### config.mk
export PLATFORM = sky130hd
export DESIGN_NAME = ppil_cell
export DESIGN_NICKNAME = d
export VERILOG_FILES = /design/src/rtl/ppil_pkg.sv /design/src/rtl/ppil_cell.sv
export SDC_FILE = /design/constraint.sdc
export NUM_CORES = 1
export LEC_CHECK = 0
export BUFFER_PORTS_ARGS = -buffer_cell sky130_fd_sc_hd__buf_2
export CAP_MARGIN = 15
export CORE_AREA = 2 2 463 465
export DETAILED_ROUTE_END_ITERATION = 8
export DIE_AREA = 0 0 465 467
export PLACE_DENSITY = 0.3
export RECOVER_POWER = 50
export SLEW_MARGIN = 30
export SYNTH_ARGS = -nofsm -noshare
export SYNTH_HDL_FRONTEND = slang
export SYNTH_SLANG_ARGS = --single-unit
### constraint.sdc
create_clock -name clk -period 0.8 [get_ports clk]
set_input_delay 0.04 -clock clk [delete_from_list [all_inputs] [get_ports clk]]
set_output_delay 0.04 -clock clk [all_outputs]
set_load 0.02 [all_outputs]
### src/rtl/ppil_pkg.sv
`default_nettype none
package ppil_pkg;
    localparam int CW = 24;
    localparam int PW = 2 * CW;
    localparam int DW = 2 * CW + 1;
    localparam int FRAC = 2 * (CW / 2);
    localparam int QW = PW + FRAC;
    localparam int NSTEP = QW;

    localparam logic [1:0] AXIS_X = 2'd0;
    localparam logic [1:0] AXIS_Y = 2'd1;
    localparam logic [1:0] AXIS_Z = 2'd2;

    typedef struct packed {
        logic [DW-1:0] dx;
        logic [DW-1:0] dy;
        logic [DW-1:0] dz;
        logic          found;
        logic [1:0]    axis;
        logic [PW-1:0] den;
        logic [PW-1:0] num_u;
        logic          neg_u;
        logic          zero_u;
        logic [PW-1:0] num_v;
        logic          neg_v;
        logic          zero_v;
    } ppil_ctx_t;

    typedef struct packed {
        logic [QW-1:0] rem;
        logic [QW-1:0] q;
    } ppil_div_t;
endpackage
`default_nettype wire

### src/rtl/ppil_cell.sv
`default_nettype none
// One restoring division step for both quotients, with context carried along.
module ppil_cell
    import ppil_pkg::*;
#(
    parameter int STEP = 0
)
(
    input  wire logic      clk,
    input  wire logic      rst_n,
    input  wire logic      en,
    input  wire logic      vin,
    input  ppil_ctx_t      cin,
    input  ppil_div_t      uin,
    input  ppil_div_t      win,
    output logic           vout,
    output ppil_ctx_t      cout,
    output ppil_div_t      uout,
    output ppil_div_t      wout
);
    localparam int BIT = QW - 1 - STEP;

    function automatic ppil_div_t stepf(ppil_div_t d, logic [PW-1:0] num,
                                        logic [PW-1:0] den);
        logic [QW:0]   r;
        logic [QW-1:0] dividend;
        ppil_div_t     o;
        dividend = {num, {FRAC{1'b0}}};
        r = {d.rem, dividend[BIT]};
        o = d;
        if (r >= {{(QW+1-PW){1'b0}}, den})
        begin
            r = r - {{(QW+1-PW){1'b0}}, den};
            o.q[BIT] = 1'b1;
        end
        o.rem = r[QW-1:0];
        return o;
    endfunction

    ppil_ctx_t ctx_reg;
    ppil_div_t u_reg;
    ppil_div_t w_reg;
    logic      v_reg;

    always_ff @(posedge clk or negedge rst_n)
    begin
        if (!rst_n)
            v_reg <= 1'b0;
        else if (en)
            v_reg <= vin;
    end

    always_ff @(posedge clk)
    begin
        if (en)
        begin
            ctx_reg <= cin;
            u_reg   <= stepf(uin, cin.num_u, cin.den);
            w_reg   <= stepf(win, cin.num_v, cin.den);
        end
    end

    assign vout = v_reg;
    assign cout = ctx_reg;
    assign uout = u_reg;
    assign wout = w_reg;
endmodule
`default_nettype wire

==> results of run 1 <==
[layer usage]
layer,routed length [microns],global-route usage,vias to the layer above
met5,178,0,-
met4,5670,0.0388,34
met3,9920,0.0377,254
met2,92500,0.290,874
met1,69300,0.173,13278
li1,-,-,12772
[synthesized netlist by cell type, types with 9 or more instances]
cell / n
sky130_fd_sc_hd__or4_1: 9
sky130_fd_sc_hd__nor4_1: 23
sky130_fd_sc_hd__inv_1: 85
sky130_fd_sc_hd__nand2_1: 151
sky130_fd_sc_hd__clkbuf_1: 51
sky130_fd_sc_hd__a31oi_1: 10
sky130_fd_sc_hd__nand2b_1: 12
sky130_fd_sc_hd__a21o_1: 32
sky130_fd_sc_hd__o21bai_1: 24
sky130_fd_sc_hd__mux2_2: 9
sky130_fd_sc_hd__o21a_1: 12
sky130_fd_sc_hd__nor3_1: 31
sky130_fd_sc_hd__nand3_1: 26
sky130_fd_sc_hd__o2111ai_1: 9
sky130_fd_sc_hd__buf_2: 11
sky130_fd_sc_hd__and3_1: 13
sky130_fd_sc_hd__o21ai_1: 20
sky130_fd_sc_hd__xnor2_1: 75
sky130_fd_sc_hd__ha_1: 96
sky130_fd_sc_hd__or3_1: 9
sky130_fd_sc_hd__nor2b_1: 12
sky130_fd_sc_hd__a21oi_1: 150
sky130_fd_sc_hd__edfxtp_1: 586
sky130_fd_sc_hd__nand4_1: 39
sky130_fd_sc_hd__o21ai_0: 91
sky130_fd_sc_hd__nor2_1: 109
sky130_fd_sc_hd__xor2_1: 59
[power groups by stage]
stage               registers [mW]  clock network (mW)  logic [mW]
CTS                           38.3                36.9        27.7
finish                        38.6                35.2        29.8
detailed placement            38.8                   0        22.9
global placement              38.9                   0        23.1
global route                  38.8                37.9        31.6
floorplan                     42.5                   0        5.95
[registers in the layout, summed over array words and instances (netlist names)]
register,count
cout,298
vout,1
wout,144
uout,144
[layout make-up]
cell class | instances | area, sq um
sequential | 587 | 17600
clock buffer | 97 | 2070
timing repair buffer | 2752 | 22600
antenna | 15 | 37.5
tap | 2821 | 3530
multi-input combinational | 1155 | 10900
fill | 22349 | 154000
inverter | 85 | 494
clock inverter | 45 | 420
[what timing repair did]
item	CTS	global route
endpoints found under the hold margin	726	77
setup endpoints to repair	733	933
setup buffers	49	60
gates resized for setup	296	991
hold buffers	789	18
pin swaps	98	145
cloned	5	10
[worst min path at each step]
stage	cells after the start	end
2_1_floorplan	0	vout
3_3_place_gp	1	vout
3_5_place_dp	1	vout
4_1_cts	1	cout[99]
5_1_grt	1	cout[99]
6_report	1	cout[99]
[cells by family after synthesis]
group	count (synthesis)	share of synthesized area
AOI/OAI and AO/OA	434	0.105
and+or+nand+nor	473	0.0899
muxes	16	0.00686
xor gates and xnor gates	134	0.0453
buffers and inverters	156	0.0239
adders and majority gates	98	0.0479
DFF	587	0.681
[per-stage QoR]
stage               TNS (ps)  hold WS (ps)  total power [mW]  instance area [sq um]
global placement     -533760          -167              62.0                  41700
global route         -651910          -534               108                  57700
finish               -580530          -461               104                  57700
CTS                  -687610          -552               103                  54100
floorplan            -220540          -256              48.4                  27400
detailed placement   -529580          -168              61.7                  41700
==> impl_results.rst, run 1 <==
.. list-table::
   :header-rows: 1

   * - Metric
     - Value
   * - Outcome
     - complete, but fails checks
   * - Failing checks
     - negative hold slack, negative setup slack
   * - Clk_lat worst skew
     - 690 ps
   * - Critical Setup Path Class
     - in -> reg
   * - Slowest stage cell, crit path
     - sky130_fd_sc_hd__or4_4
   * - Core Region
     - 0.212 sq mm
   * - Critical path capture point type
     - register
   * - Share of power burned in the clock network
     - 0.340
   * - DR DRC count
     - 0
   * - Top Family by Delay on Critical Path
     - compound AO/OA/AOI/OAI gates
   * - Warnings, synthesis
     - 0
   * - Max clock buf depth
     - 3
   * - Initial antenna violation count
     - 68
   * - Endpoints failing setup
     - 1,083
   * - Share of the clock period used by the worst path
     - 3.13
   * - Clock tree from TritonCTS
     - yes
   * - Proportion of power drawn by flip-flops and latches
     - 0.372
   * - Vias per cell
     - 3.60
   * - Share of layout cells above drive strength 1
     - 0.537
   * - Shortest period the worst path allows
     - 2500 ps
   * - Setup repair after global routing missed its margin
     - true
   * - Mean instance size in the synthesized netlist
     - 13.6 sq um
   * - Part of the power in combinational logic
     - 0.288
   * - DIE HEIGHT
     - 467 microns
   * - Area share of the largest cell type after synthesis
     - 0.680
   * - Net count of the finished layout
     - 5,349
   * - Worst setup margin
     - -1700 ps
   * - Leading register cell type out of synthesis
     - sky130_fd_sc_hd__edfxtp_1
   * - Final hold violation count
     - 9
   * - Critical path depth
     - 18
   * - End of the worst register-to-register path
     - vout
   * - Worst-path cell chain
     - buf_12 -> inv_12 -> ha_4 -> buf_4 -> buf_6 -> nor2b_4 -> o2111a_2 -> buf_6 -> o21ai_4 -> a31oi_4 -> buf_12 -> a211oi_4 -> buf_12 -> o21bai_4 -> a31oi_4 -> or4_4 -> nor4b_4 -> xor2_1
   * - Top-Level Pins
     - 1,177
   * - Worst Path Arrival
     - 2960 ps
   * - Power per standard cell area
     - 1800 mW/mm^2
   * - Synthesized netlist net count
     - 2,586
   * - Sequential cell area fraction in the yosys report
     - 0.681
   * - Number of violations reported at the end of detailed-routing iteration 0
     - 1,295
   * - Async set-reset flop share out of synthesis
     - 0.00170
   * - Min-Delay Path Class
     - in -> reg
   * - Cell Int Power
     - 71.3 mW
   * - Maximum achievable frequency
     - 0.399 GHz
   * - Fraction of power spent switching nets
     - 0.312
   * - Pin count of the biggest net entering global routing
     - 33
   * - Headroom to the max-slew limit
     - 0.532
   * - Worst slack after detailed placement
     - -3010 ps
   * - End point of the critical path
     - uout[130]
   * - Routability-driven placement congestion ratio
     - 0.807
   * - Number of register bits inferred by synthesis
     - 587
   * - Die outline width
     - 465 microns
   * - Initial standard-cell utilization of the core
     - 0.122
   * - Synthesized netlist cell count
     - 1,898
   * - Filler-free cell count of the finished design
     - 7,557
   * - Total global routing overflow
     - 0
   * - Number of clock buffers inserted by TritonCTS
     - 80
   * - Num Clock Sinks
     - 587
   * - Highest cell delay on the worst timing path
     - 560 ps
   * - Worst endpoint required time
     - 1260 ps
   * - Cells after DPL
     - 6,493
   * - Final Max Slew Viols
     - 0
   * - Leading cell type in the layout, fill and taps excluded
     - sky130_fd_sc_hd__buf_2
   * - Most frequent cells in the layout
     - sky130_fd_sc_hd__buf_2 (867), sky130_fd_sc_hd__dlygate4sd3_1 (797), sky130_fd_sc_hd__buf_4 (649)
   * - Startpoint of the most critical setup path
     - cin[99]
   * - Switch Pwr
     - 32.3 mW
   * - CTS root buffer
     - sky130_fd_sc_hd__clkbuf_16
   * - Core occupancy in the finished layout
     - 0.273
   * - Largest area contributor in the netlist
     - sky130_fd_sc_hd__edfxtp_1
   * - Global-route wire length before repair
     - 232,000 microns
   * - Area of the die
     - 0.217 sq mm
   * - Worst-path fanout max
     - 4
   * - Worst clock skew
     - 0 ps
   * - R2R setup slack
     - 30 ps
   * - Wire length per cell after detailed routing
     - 23.5 microns
   * - Least-Margin Pin Slew
     - 694 ps
   * - Number of different library cells in the post-synthesis netlist
     - 87
   * - Maximum VDD drop
     - 1610 uV
   * - GRT Total Usage
     - 0.155
   * - Via count of the routed design
     - 27,212
   * - # H-tree levels
     - 3
   * - Critical Path Start Type
     - input pin
   * - Count of input and output buffers
     - 1,176
   * - Worst hold margin
     - -461 ps
   * - CP most frequent cell
     - sky130_fd_sc_hd__buf_12
   * - R2R Path Start
     - vout
   * - Pleak
     - 23.7 nW
   * - Post-synth EDFFs
     - 586
   * - Vias in the first global route
     - 28,277
   * - Area grow syn2layout
     - 123%
   * - Post-route ant nets
     - 0
   * - Top cells by area, synth
     - sky130_fd_sc_hd__edfxtp_1 (68%), sky130_fd_sc_hd__ha_1 (4.6%), sky130_fd_sc_hd__a21oi_1 (2.9%), sky130_fd_sc_hd__xnor2_1 (2.5%), sky130_fd_sc_hd__nand2_1 (2.2%)
   * - Total of max-cap violations
     - 0
   * - Detailed-router iteration count before antenna repair
     - 5
   * - Post-DP HPWL
     - 143,000 microns
   * - Number of cell instances on the worst register-to-register path
     - 1
   * - Cell area after synthesis
     - 0.0259 sq mm
   * - Placement Rows
     - 169
   * - Critical path buffers and inverters
     - 7
   * - Detailed Route WL
     - 178,000 microns
   * - Clock Pin Slew Worst Setup and Hold Paths
     - 60 ps
   * - Launch instance of the worst min-delay path
     - cin[99]
(Power assumes the default switching activity.)
==> run 2, diff against run 1 <==
--- a/config.mk
+++ b/config.mk
@@ -7,9 +7,9 @@
 export LEC_CHECK = 0
 export BUFFER_PORTS_ARGS = -buffer_cell sky130_fd_sc_hd__buf_2
 export CAP_MARGIN = 15
-export CORE_AREA = 2 2 463 465
+export CORE_AREA = 2 2 461 463
 export DETAILED_ROUTE_END_ITERATION = 8
-export DIE_AREA = 0 0 465 467
+export DIE_AREA = 0 0 463 465
 export PLACE_DENSITY = 0.3
 export RECOVER_POWER = 50
 export SLEW_MARGIN = 30
==> impl_results.rst, run 2 (synthesis results as in run 1) <==
.. list-table::
   :header-rows: 1

   * - Metric
     - Value
   * - Number of violations reported at the end of detailed-routing iteration 0
     - 1,195 (was 1,295)
   * - Least-Margin Pin Slew
     - 944 ps (was 694 ps)
   * - Critical Setup Path Class
     - in -> reg (unchanged)
   * - Pleak
     - 22.7 nW (was 23.7 nW)
   * - Wire length per cell after detailed routing
     - 23.4 microns (was 23.5 microns)
   * - Vias in the first global route
     - 28,415 (was 28,277)
   * - Area grow syn2layout
     - 114% (was 123%)
   * - Initial standard-cell utilization of the core
     - 0.123 (was 0.122)
   * - Critical Path Start Type
     - input pin (unchanged)
   * - Slowest stage cell, crit path
     - sky130_fd_sc_hd__or4_4 (unchanged)
   * - DR WL met3
     - 10,700 microns (was 9920 microns)
   * - Pin count of the biggest net entering global routing
     - 39 (was 33)
   * - Worst Path Arrival
     - 2960 ps (about the same)
   * - Highest cell delay on the worst timing path
     - 450 ps (was 560 ps)
   * - Detailed-router iteration count before antenna repair
     - 5 (unchanged)
   * - Clock Pin Slew Worst Setup and Hold Paths
     - 60 ps (about the same)
   * - Cells after DPL
     - 6,494 (was 6,493)
   * - Post-DP HPWL
     - 146,000 microns (was 143,000 microns)
   * - Initial antenna violation count
     - 77 (was 68)
   * - Filler-free cell count of the finished design
     - 7,552 (was 7,557)
   * - Worst clock skew
     - 0 ps (unchanged)
   * - Fill cells
     - 22,581 (was 22,349)
   * - Worst hold margin
     - -452 ps (was -461 ps)
   * - Top-Level Pins
     - 1,177 (unchanged)
   * - Fraction of power spent switching nets
     - 0.311 (was 0.312)
   * - Met1 layer wirelength in the final routing
     - 68,700 microns (was 69,300 microns)
   * - Worst setup margin
     - -1730 ps (was -1700 ps)
   * - R2R setup slack
     - 40 ps (was 30 ps)
   * - Switch Pwr
     - 31.7 mW (was 32.3 mW)
   * - Outcome
     - complete, but fails checks (unchanged)
   * - Count of input and output buffers
     - 1,176 (unchanged)
   * - CTS root buffer
     - sky130_fd_sc_hd__clkbuf_16 (unchanged)
   * - Final hold violation count
     - 10 (was 9)
   * - Maximum VDD drop
     - 1720 uV (was 1610 uV)
   * - Max clock buf depth
     - 3 (unchanged)
   * - Setup repair after global routing missed its margin
     - true (unchanged)
   * - Top Family by Delay on Critical Path
     - simple AND/OR/NAND/NOR gates (was compound AO/OA/AOI/OAI gates)
   * - Final Max Slew Viols
     - 0 (unchanged)
   * - Number of clock buffers inserted by TritonCTS
     - 77 (was 80)
   * - Worst slack after detailed placement
     - -2970 ps (was -3010 ps)
   * - Leading cell type in the layout, fill and taps excluded
     - sky130_fd_sc_hd__buf_2 (unchanged)
   * - Share of the clock period used by the worst path
     - 3.17 (was 3.13)
   * - Post-route ant nets
     - 0 (unchanged)
   * - Vias per cell
     - 3.58 (was 3.60)
   * - Critical path buffers and inverters
     - 3 (was 7)
   * - Clock tree from TritonCTS
     - yes (unchanged)
   * - Die outline width
     - 463 microns (was 465 microns)
   * - Total negative slack
     - -863,780 ps (was -580,530 ps)
   * - Total of max-cap violations
     - 0 (unchanged)
   * - Shortest period the worst path allows
     - 2530 ps (was 2500 ps)
   * - Area of the die
     - 0.215 sq mm (was 0.217 sq mm)
   * - DIE HEIGHT
     - 465 microns (was 467 microns)
   * - Total global routing overflow
     - 0 (unchanged)
   * - Cell Int Power
     - 70.3 mW (was 71.3 mW)
   * - Failing checks
     - negative hold slack, negative setup slack (unchanged)
   * - Clk_lat worst skew
     - 700 ps (was 690 ps)
   * - Placement Rows
     - 169 (unchanged)
   * - Worst-path cell chain
     - clkbuf_1 -> inv_6 -> ha_4 -> a21oi_4 -> o21ai_2 -> or3b_4 -> o31ai_4 -> buf_6 -> nor3_4 -> o311a_1 -> o211a_1 -> or4_4 -> nor4b_4 -> xor2_1 (was buf_12 -> inv_12 -> ha_4 -> buf_4 -> buf_6 -> nor2b_4 -> o2111a_2 -> buf_6 -> o21ai_4 -> a31oi_4 -> buf_12 -> a211oi_4 -> buf_12 -> o21bai_4 -> a31oi_4 -> or4_4 -> nor4b_4 -> xor2_1)
   * - Net count of the finished layout
     - 5,330 (was 5,349)
   * - Share of power burned in the clock network
     - 0.349 (was 0.340)
   * - DR DRC count
     - 0 (unchanged)
   * - Power per standard cell area
     - 1840 mW/mm^2 (was 1800 mW/mm^2)
   * - Core Region
     - 0.211 sq mm (was 0.212 sq mm)
   * - Worst endpoint required time
     - 1230 ps (was 1260 ps)
   * - GRT Total Usage
     - 0.159 (was 0.155)
   * - Min-Delay Path Class
     - in -> reg (unchanged)
   * - Via count of the routed design
     - 27,038 (was 27,212)
   * - Headroom to the max-slew limit
     - 0.369 (was 0.532)
   * - Max FFs per register
     - 298 (unchanged)
   * - DR top layer
     - met5 (unchanged)
   * - Share of layout cells above drive strength 1
     - 0.523 (was 0.537)
   * - Worst-path fanout max
     - 2 (was 4)
   * - DR WL met2
     - 89,300 microns (was 92,500 microns)
   * - Part of the power in combinational logic
     - 0.276 (was 0.288)
   * - Most frequent cells in the layout
     - sky130_fd_sc_hd__buf_2 (1,090), sky130_fd_sc_hd__dlygate4sd3_1 (791), sky130_fd_sc_hd__buf_4 (664) (was sky130_fd_sc_hd__buf_2 (867), sky130_fd_sc_hd__dlygate4sd3_1 (797), sky130_fd_sc_hd__buf_4 (649))
   * - # H-tree levels
     - 3 (unchanged)
   * - Proportion of power drawn by flip-flops and latches
     - 0.376 (was 0.372)
   * - Endpoints failing setup
     - 1,404 (was 1,083)
   * - Global-route wire length before repair
     - 236,000 microns (was 232,000 microns)
   * - Maximum achievable frequency
     - 0.395 GHz (was 0.399 GHz)
   * - Routability-driven placement congestion ratio
     - 0.821 (was 0.807)
   * - Core occupancy in the finished layout
     - 0.263 (was 0.273)
   * - Detailed Route WL
     - 177,000 microns (was 178,000 microns)
   * - Num Clock Sinks
     - 587 (unchanged)
   * - Critical path capture point type
     - register (unchanged)
## run 2: worst paths after layout
kind	from	cells past startpoint	end
max reg2reg	vout	1	vout
max in group asynchronous	rst_n	3	vout
max	cin[118]	14	uout[130]
min	cin[99]	1	cout[99]
min in group asynchronous	rst_n	3	vout
min reg2reg	vout	1	vout
## run 2: repair_timing
| item | in CTS | in global routing |
|---|---|---|
| gates cloned | 7 | 0 |
| buffers inserted | 70 | 44 |
| gates resized for setup | 335 | 179 |
| endpoints found under the setup margin | 733 | 1322 |
| pin swaps | 103 | 129 |
| hold buffers | 782 | 19 |
| endpoints found under the hold margin | 801 | 32 |
## run 2: power groups by stage
stage	combinational, mW	sequential, mW	clock, mW
3_5_place_dp	23.0	38.9	0
5_1_grt	30.0	38.6	38.0
4_1_cts	27.8	38.4	37.1
6_report	28.1	38.3	35.6
3_3_place_gp	23.2	39.0	0
2_1_floorplan	5.95	42.5	0
## run 2: through the flow
| step | power (mW) | cell area, sq um |
|---|---|---|
| floorplan | 48.4 | 27400 |
| global placement | 62.2 | 41600 |
| detailed placement | 61.9 | 41600 |
| CTS | 103 | 54300 |
| global route | 107 | 55400 |
| finish | 102 | 55500 |
## run 2: layer usage
layer  track usage  up-vias
li1              -    12722
met1         0.178    13057
met2         0.280      925
met3        0.0409      292
met4        0.0749       42
met5             0        -
## run 2: final cells by class
cell class                 count  area [sq um]  area share
clock buffer                  95          1990      0.0360
inverter                      85           483     0.00871
sequential                   587         17600       0.318
antenna                       30          75.1     0.00135
multi-input combinational   1155         10600       0.191
tap                         2821          3530      0.0636
clock inverter                43           507     0.00914
timing repair buffer        2736         20700       0.372
